`config.mk`:
```
export PLATFORM = sky130hd
export DESIGN_NAME = trab_blend
export DESIGN_NICKNAME = d
export VERILOG_FILES = /design/src/hw/rtl/trab_pkg.sv /design/src/hw/rtl/trab_blend.sv
export SDC_FILE = /design/constraint.sdc
export NUM_CORES = 1
export LEC_CHECK = 0
export ABC_AREA = 1
export ABC_CLOCK_PERIOD_IN_PS = 7600
export BUFFER_PORTS_ARGS = -buffer_cell sky130_fd_sc_hd__buf_2
export CAP_MARGIN = 30
export CORE_UTILIZATION = 69
export DETAILED_ROUTE_END_ITERATION = 7
export PLACE_DENSITY = 0.92
export SLEW_MARGIN = 20
export SYNTH_ARGS = -nofsm -noshare
export SYNTH_HDL_FRONTEND = slang
export SYNTH_SLANG_ARGS = --single-unit
```
`constraint.sdc`:
```
create_clock -name clk -period 7.6 [get_ports clk]
set_input_delay 1.52 -clock clk [delete_from_list [all_inputs] [get_ports clk]]
set_output_delay 1.52 -clock clk [all_outputs]
set_load 0.02 [all_outputs]
```
`src/hw/rtl/trab_pkg.sv`:
```
// shared types, constants and helpers for the triangle raster blender
`timescale 1ns / 1ps

package trab_pkg;

    localparam int DEF_PIC_WIDTH  = 128;
    localparam int DEF_PIC_HEIGHT = 128;
    localparam int DEF_SPAN_ROWS  = 512;

    localparam int COORD_W = 9;
    localparam int POS_W   = 10;
    localparam int ERR_W   = 12;
    localparam int CH_W    = 8;
    localparam int PIX_W   = 24;
    localparam int IN_W    = 88;

    localparam logic [1:0] KIND_PAINT = 2'd0;
    localparam logic [1:0] KIND_READ  = 2'd1;
    localparam logic [1:0] KIND_CLEAR = 2'd2;
    // unused kind, changes nothing
    localparam logic [1:0] KIND_NONE  = 2'd3;

    localparam logic [PIX_W-1:0] PIX_WHITE = '1;
    localparam logic [CH_W-1:0]  CH_MAX    = 8'd255;

    typedef struct packed {
        logic signed [COORD_W-1:0] x;
        logic signed [COORD_W-1:0] y;
    } pt_t;

    typedef struct packed {
        pt_t v1;
        pt_t v2;
    } seg_t;

    // exact floor(v / 255) for v up to 255 * 255
    function automatic logic [CH_W-1:0] div255(input logic [16:0] v);
        logic [16:0] t;
        t = v + 17'd1 + (v >> 8);
        return t[15:8];
    endfunction

endpackage

```
`src/hw/rtl/trab_blend.sv`:
```
// alpha blend of one pixel: registered products, then sum and divide by 255
`timescale 1ns / 1ps

module trab_blend #(
    parameter int FB_AW = 14
) (
    input  logic                         clk,
    input  logic                         rst_n,
    input  logic                         in_valid,
    input  logic [FB_AW-1:0]             in_addr,
    input  logic [trab_pkg::PIX_W-1:0]   old_pix,
    input  logic [trab_pkg::PIX_W-1:0]   paint_pix,
    input  logic [trab_pkg::CH_W-1:0]    alpha,
    output logic                         out_valid,
    output logic [FB_AW-1:0]             out_addr,
    output logic [trab_pkg::PIX_W-1:0]   out_pix
);

    logic              valid_reg;
    logic [FB_AW-1:0]  addr_reg;
    logic [15:0]       prod_old_reg [3];
    logic [15:0]       prod_col_reg [3];
    logic [7:0]        inv_alpha;

    assign inv_alpha = trab_pkg::CH_MAX - alpha;

    always_ff @(posedge clk or negedge rst_n)
    begin
        if (!rst_n)
        begin
            valid_reg <= 1'b0;
        end
        else
        begin
            valid_reg <= in_valid;
        end
    end

    always_ff @(posedge clk)
    begin
        addr_reg <= in_addr;
        for (int k = 0; k < 3; k++)
        begin
            prod_old_reg[k] <= old_pix[8*k +: 8] * inv_alpha;
            prod_col_reg[k] <= paint_pix[8*k +: 8] * alpha;
        end
    end

    always_comb
    begin
        for (int k = 0; k < 3; k++)
        begin
            out_pix[8*k +: 8] = trab_pkg::div255({1'b0, prod_old_reg[k]}
                                                 + {1'b0, prod_col_reg[k]});
        end
    end

    assign out_valid = valid_reg;
    assign out_addr  = addr_reg;

endmodule
```
# Word level (Yosys, flattened, before mapping)
# Memory sizes are Yosys's and may differ from the RTL's.
# Cells that the tools add are included.
# totals
register_bits	15
mem_bits_rw	96
inputBits	73
out_inout_bits	39
wordCells	20
memories	2
# op_classes
n_addsub	10
mul	6
# memory_table
memory	depth	width	rd	rd_clocked_by_memory_dff	write_ports	line	source
prod_col_reg	3	16	3	0	3	trab_blend.sv:22	logic [15:0] prod_col_reg [3];
prod_old_reg	3	16	3	0	3	trab_blend.sv:21	logic [15:0] prod_old_reg [3];
# op_table
operator	n
multiplier 8 x 8 -> 16 bit	6
adder 16 x 16 -> 17 bit	3
adder 16 x 1 -> 16 bit (second input constant)	3
adder 16 x 9 -> 16 bit	3
subtractor 8 bit (first input constant)	1

# Longest topological paths before layout
# Gate-level depths: netlist of run 1.
# depth
depth_word	3
ltp_mapped	22
mapped_depth_nobuf	22

# Least setup slack after synthesis of run 1
# Ideal clock, no wire load.
# synth_timing
kind	input to register
startpoint	in alpha[2] (netlist name)
endpoint	mem prod_old_reg[2][15] (netlist: prod_old_reg[0][47])
setup_ns	0.122
arrival_time_ns	5.398
required_time_ns	7.478
setup_slack_ns	2.080
cell_stages	18
path_buffers	2
cell_sequence	clkbuf_1 clkbuf_1 nor2_1 fa_1 fa_1 fa_1 inv_1 fa_1 inv_1 ha_1 nand2_1 o21ai_0 nor2_1 o21ai_0 nand3_1 nor2_1 nor2_1 xor2_1
# synth_lines
item	line	source
from (decl)	trab_blend.sv:13	input logic [trab_pkg::CH_W-1:0] alpha,
to (decl)	trab_blend.sv:21	

==> run metrics, run 1 <==
number of port buffers=111; relative area change from synthesis to final layout=6.01%; static power due to leakage=12.5 nW; proportion of synthesized chip area in sequential cells=0.116; H-tree levels=3; buffer type at the clock tree root=clkbuf_16; share of the synthesized netlist area taken by xor and xnor gates=0.0475; TNS Setup=0 ns; final HPWL from detailed placement=37400 um; via count=16700; Tmin final=5.77 ns; CTS clk-pin slew, worst paths=0.08 ns; outcome=finished, final reports clean; Vert. Die Dim=169 um; violation count after the first detailed-route iteration=1278; number of antenna violations at the first check in global routing=4; routed wire length=45700 um; flops & latches, synth=111; CP Data Required Time=7.86 ns; cell area power density=452 nW/um^2; simple logic cell fraction of the synthesized area=0.233; maximum number of buffers from clock root to sink=2; horizontal die dimension=169 um; largest family of logic cells by synthesized area=adder cells; ratio of final minimum period to clock period=0.759; Setup CP Type=in2reg; kind of path behind the tightest hold check=in2async; adder-cell area share of the yosys netlist=0.416; share of the synthesized area in compound gates (AO/OA/AOI/OAI)=0.0498; count of pins over their slew limit=0; worst hold slack across all endpoints=0.904 ns; number of max-cap violations=0; Crit. Startpoint=alpha[6]; total congestion overflow=0; fin nets=3259; number of buffers added for setup after CTS=0; effective utilization at floorplan=0.708; peak fanout along the critical path=22; row count=60; remaining routing DRC violations=0; post-synth design cell area=19200 um^2; routability congestion estimate from global placement=0.936; fraction of post-synthesis cell area in the top cell type by area=0.229; Slew HR=0.594; WL per Instance=14.9 um; instance count of the mapped netlist=2610; share of final-layout standard cells stronger than drive strength 1=0.0894; global routing usage summed across all routing layers=0.331; antenna viol nets, final=0; category of the worst setup path capture point=flop; average size of a mapped cell=7.35 um^2; Arr. time, crit path=6.03 ns; total power consumption of the routed design=9.19 mW; fin util=0.750; post-cts repair resize count=0; post-DR vias/cell=5.46; pin count of the biggest net entering global routing=40; cell accounting for the most synthesized area=fa_1; global-route wire length before repair=76100 um; fraction of synthesized area in multiplexers=0; number of clock sinks=111; number of global-route vias before repair=17100; Synth Net Count=3190; io pins=112; setup-violating endpoint count in the final report=0; Area contributors post-synth=fa_1 (23%), ha_1 (19%), inv_1 (12%); launching element type of the critical path=input port; TritonRoute pass-1 iters=7; floorplan core area=27100 um^2; total die area=28500 um^2; TritonCTS Buffers=9; Synth cell types=37; Synthesis Warnings=0; RSZ-0062 raised after global routing=false; hold-fix buffers at CTS=0; CTS tree=yes; Worst-Margin Slew=0.609 ns; final-report hold violation count=0; top achievable clock speed=173 MHz; Max rail drop VDD=0.000810 V
-- cell families (layout without fill, tap and decap cells) --
kind of cell	after synthesis	count (layout)
other cells	0	6
flops	111	111
fa+ha+maj	507	507
compound gates	174	174
buf+inv	695	769
xor+xnor	104	104
simple gates	1019	1019
-- worst max-delay path by stage --
| stage | endpoint | slack (ns) | cells past startpoint |
|---|---|---|---|
| CTS | prod_old_reg[0][47]$_DFF_P_ | 1.89 | 19 |
| detailed placement | prod_old_reg[0][47]$_DFF_P_ | 1.53 | 19 |
| global route | prod_old_reg[0][47]$_DFF_P_ | 1.57 | 19 |
| finish | prod_old_reg[0][47]$_DFF_P_ | 1.83 | 19 |
| global placement | prod_old_reg[0][47]$_DFF_P_ | 1.62 | 19 |
| floorplan | prod_old_reg[0][47]$_DFF_P_ | 2.08 | 18 |
-- layout make-up --
class / instances / area [um^2]
Timing Repair Buffer: 119 / 616
Clock buffer: 10 / 239
Clock inverter: 6 / 67.6
Fill cell: 1869 / 6770
Multi-Input combinational cell: 1804 / 14300
Tap cell: 372 / 465
Sequential cell: 111 / 2230
Inverter: 634 / 2380
Antenna cell: 6 / 15.0
-- where the power goes --
| group | total, mW | switching [mW] | internal [mW] | leakage [nW] |
|---|---|---|---|---|
| registers | 0.931 | 0.101 | 0.830 | 0.937 |
| logic | 7.79 | 4.94 | 2.85 | 11.4 |
| clock network | 0.472 | 0.232 | 0.240 | 0.149 |
-- cells in the final DEF (no fill, tap or decap), types with 4 or more instances in the layout --
| cell | instances |
|---|---|
| inv_1 | 620 |
| nand2_1 | 596 |
| ha_1 | 288 |
| fa_1 | 219 |
| nor2_1 | 197 |
| buf_2 | 111 |
| dfxtp_1 | 110 |
| a21oi_1 | 101 |
| xor2_1 | 82 |
| nand3_1 | 72 |
| nand4_1 | 44 |
| nand2_2 | 30 |
| o21ai_0 | 29 |
| xnor2_1 | 22 |
| nor2_2 | 20 |
| nand3_2 | 17 |
| inv_2 | 11 |
| nor3_1 | 11 |
| o21ai_1 | 10 |
| a31oi_1 | 9 |
| clkbuf_16 | 9 |
| buf_4 | 8 |
| a21oi_2 | 7 |
| o21bai_1 | 7 |
| diode_2 | 6 |
| a21o_1 | 6 |
| and2_1 | 6 |
| nand2_4 | 5 |
| nand3_4 | 5 |
| and2_4 | 4 |
| nor2_4 | 4 |
-- critical path, cell delays in order --
cell and delay (ns):
buf_2 0.40, clkinv_1 0.44, nand2_1 0.19, fa_1 0.45, fa_1 0.50, inv_1 0.05
fa_1 0.48, inv_1 0.05, fa_1 0.48, inv_1 0.04, ha_1 0.34, nand2_1 0.09
nor3_1 0.18, nor2_1 0.10, o21ai_0 0.26, nand3_1 0.14, nor2_1 0.11, nor2_1 0.05
xor2_1 0.14
-- synthesized netlist by cell type (all sizes together) --
cell and n:
fa 219, nand3 94, nand2 631, clkbuf 56, nor3 11, buf 5
o21bai 7, xor2 82, and2 12, nand4 44, o21a 3, inv 631
dfxtp 110, ha 288, o21ai 39, or2 3, o2111ai 2, clkinv 3
nor2 221, a31oi 9, a21o 6, dfrtp 1, xnor2 22, nand3b 3
a21oi 108
-- through the flow --
stage          area (um^2)  setup slack (ns)  std cells
3_3_place_gp         20000              1.62       3040
2_1_floorplan        19200              2.08       2610
4_1_cts              20300              1.89       3056
6_report             20300              1.83       3062
5_1_grt              20300              1.57       3058
3_5_place_dp         20000              1.53       3040
-- metal layers --
layer	up-vias	share of wire	track usage
li1	8004	-	-
met1	7799	0.39	0.392
met2	761	0.49	0.582
met3	165	0.087	0.0669
met4	0	0.035	0.146
met5	-	0	0
No activity file was read; power rests on OpenSTA's default activity.
==> run 2: changes to the inputs <==
Settings changed: ABC_AREA 1 to 0, ABC_CLOCK_PERIOD_IN_PS 7600 to 5200, CORE_UTILIZATION 69 to 58, PLACE_DENSITY 0.92 to 0.83.
Clock period 7.6 ns to 5.2 ns, I/O delays scaled along.
==> run metrics, run 2 <==
outcome=finished with violations; violated checks=negative setup slack; most common flop cell mapped by yosys=dfxtp_1; crit-path cells=ha_2 > inv_2 > fa_2 > nor2b_4 > o31a_4 > o2111ai_4 > a211oi_2 > or4_4 > o311ai_4 > ha_4 > a21oi_2 > nand2_1 > o21a_1 > a221o_1 > and4_1 > xor2_1 > buf_4; launching element type of the critical path=flop; cell area after placement=19400 um^2 (-2.9%); CTS tree=yes; proportion of synthesized chip area in sequential cells=0.124 (+0.00776); fraction of post-synthesis cell area in the top cell type by area=0.244 (+0.0153); flops & latches, synth=111 (unchanged); post-synth design cell area=18000 um^2 (-6.3%); Slew HR=0.625 (+0.0312); H-tree levels=3 (unchanged); Largest stage delay, worst path=0.44 ns (-0.06 ns); ratio of final minimum period to clock period=1.00; io pins=112 (unchanged); via count=13900 (-17%); cell area power density=676 nW/um^2 (+50%); number of port buffers=111 (unchanged); top achievable clock speed=192 MHz; count of pins over their slew limit=0 (unchanged); sequential cell fraction of total power=0.100 (about the same); total die area=31700 um^2 (+11%); routability congestion estimate from global placement=0.879 (-6.1%); category of the worst setup path capture point=output pin; floorplan core area=30500 um^2 (+13%); number of antenna violations at the first check in global routing=7 (+3); TritonRoute pass-1 iters=7 (unchanged); area taken by flip-flops and latches=2230 um^2 (about the same); Synth cell types=79 (+110%); row count=64 (+6.7%); final-report hold violation count=0 (unchanged); post-DR vias/cell=5.45 (-0.31%); global-route wire length before repair=65700 um (-14%); pin count of the biggest net entering global routing=49 (+23%); setup-violating endpoint count in the final report=1 (+1); net load switching power=6.98 mW (+32%); global routing usage summed across all routing layers=0.258 (-0.0736); total power consumption of the routed design=13.6 mW (+48%); share of final-layout standard cells stronger than drive strength 1=0.126 (+0.0363); fraction of power spent switching nets=0.512 (-0.0609); part of the power in combinational logic=0.847 (about the same); total congestion overflow=0 (unchanged); antenna viol nets, final=0 (unchanged); peak fanout along the critical path=4 (-82%); horizontal die dimension=178 um (+5.5%); instance count of the mapped netlist=1994 (-24%); count of flip-flops with a built-in enable after synthesis=0 (unchanged); static power due to leakage=10.2 nW (-18%); effective utilization at floorplan=0.589 (-0.118); number of max-cap violations=0 (unchanged); final HPWL from detailed placement=32100 um (-14%); Internal Dissipation=6.64 mW (+69%); relative area change from synthesis to final layout=12.1%; fin nets=2730 (-16%); commonest cells in the synthesized netlist=inv_1 (332), ha_1 (288), fa_1 (219), nor2b_1 (183), and2_1 (159); remaining routing DRC violations=0 (unchanged); Setup CP Type=reg2out; Tmin final=5.21 ns; TritonCTS Buffers=9 (unchanged); CTS clk-pin slew, worst paths=0.09 ns (about the same); area of the multi-input gates=14600 um^2 (+1.9%); proportion of power drawn by the clock network=0.053 (+0.002); hold-fix buffers at CTS=0 (unchanged); CP Data Required Time=4.16 ns (-3.70 ns); maximum number of buffers from clock root to sink=2 (unchanged); Arr. time, crit path=4.17 ns (-1.86 ns); minimum setup slack in the final design=-0.0138 ns (-1.84 ns); number of global-route vias before repair=14300 (-16%); Synth Net Count=2574 (-19%); crit path max-delay cell type=or4_4; WL per Instance=15.7 um (+5.4%); RSZ-0062 raised after global routing=true; average size of a mapped cell=9.02 um^2 (+23%); top library cells by usage in the layout, fill and taps aside=inv_1 (331), ha_1 (283), fa_1 (218); Area contributors post-synth=fa_1 (24%), ha_1 (20%), dfxtp_1 (12%); routed wire length=40200 um (-12%); Worst-Margin Slew=0.560 ns (-0.0492 ns); cell accounting for the most synthesized area=fa_1; number of clock sinks=111 (unchanged); Vert. Die Dim=178 um (+5.5%); most frequent cell after synthesis=inv_1; violation count after the first detailed-route iteration=816 (-36%); post-route cell area=20100 um^2 (-0.92%); buffer type at the clock tree root=clkbuf_16; most frequent standard cell in the layout excluding fill and tap cells=inv_1; count of filler cells inserted in the layout=2326 (+24%); Max rail drop VDD=0.00162 V (+100%); Synthesis Warnings=0 (unchanged); kind of path behind the tightest hold check=in2async; async set-or-reset flop fraction in the synthesized netlist=0.00901 (unchanged)
run 2: kinds of logic after synthesis:
family / share of synthesized area
AO/OA/AOI/OAI: 0.0902
XOR/XNOR: 0.0599
flip-flops: 0.124
AND/OR/NAND/NOR: 0.204
buffers and inverters: 0.0782
adder cells (fa/ha/maj): 0.444
run 2: power by group through the flow:
stage	combinational, mW	clock (mW)	sequential [mW]
floorplan	8.01	0	1.31
global placement	10.1	0	1.38
detailed placement	10.4	0	1.38
CTS	10.7	0.740	1.36
global route	12.8	0.775	1.39
finish	11.5	0.724	1.36
run 2: critical path, delay by kind of cell (launching register included):
kind / cells / cell delay, ns
buf+inv: 2 / 0.24
simple gates: 4 / 0.80
xor+xnor: 1 / 0.19
flops: 1 / 0.32
compound gates: 7 / 1.58
fa+ha+maj: 3 / 0.68
run 2: per-stage QoR:
stage | setup WS [ns] | util | TNS (ns) | hold WS, ns | cells
2_1_floorplan | 0.00734 | - | 0 | 0.744 | 1994
3_3_place_gp | -0.0412 | 0.637 | -0.0609 | 0.814 | 2519
3_5_place_dp | -0.0946 | 0.637 | -0.773 | 0.816 | 2519
4_1_cts | 0.00828 | 0.649 | 0 | 0.412 | 2536
5_1_grt | -0.147 | 0.660 | -0.993 | 0.406 | 2555
6_report | -0.0138 | 0.660 | -0.0138 | 0.421 | 2557
run 2: final cells by class:
class / count / area share
tap: 396 / 0.0246
antenna: 6 / 0.000745
clock inverter: 7 / 0.00429
timing repair buffer: 187 / 0.0625
sequential: 111 / 0.111
inverter: 332 / 0.0619
multi-input combinational: 1509 / 0.724
clock buffer: 9 / 0.0112
run 2: how the worst max path moves through the flow:
stage | startpoint | end | slack, ns | cells after the start
floorplan | alpha[5] | prod_col_reg[0][31]$_DFF_P_ | 0.007 | 17
global placement | alpha[3] | prod_old_reg[0][47]$_DFF_P_ | -0.04 | 17
detailed placement | alpha[3] | prod_old_reg[0][31]$_DFF_P_ | -0.09 | 16
CTS | prod_col_reg[0][22]$_DFF_P_ | out_pix[15] | 0.008 | 17
global route | prod_col_reg[0][0]$_DFF_P_ | out_pix[7] | -0.15 | 17
finish | prod_col_reg[0][0]$_DFF_P_ | out_pix[7] | -0.01 | 17
run 2: routing by layer:
layer	vias up	GRT usage	routed length [um]
li1	6676	-	-
met1	6818	0.311	16700
met2	349	0.470	20400
met3	79	0.0386	2090
met4	4	0.0755	976
met5	-	0	21
run 2: repair_timing:
action	in CTS	in global routing
buffers inserted	1	15
resized for setup	10	38
setup endpoints to repair	11	21
gates cloned	0	0
pin swaps	1	24
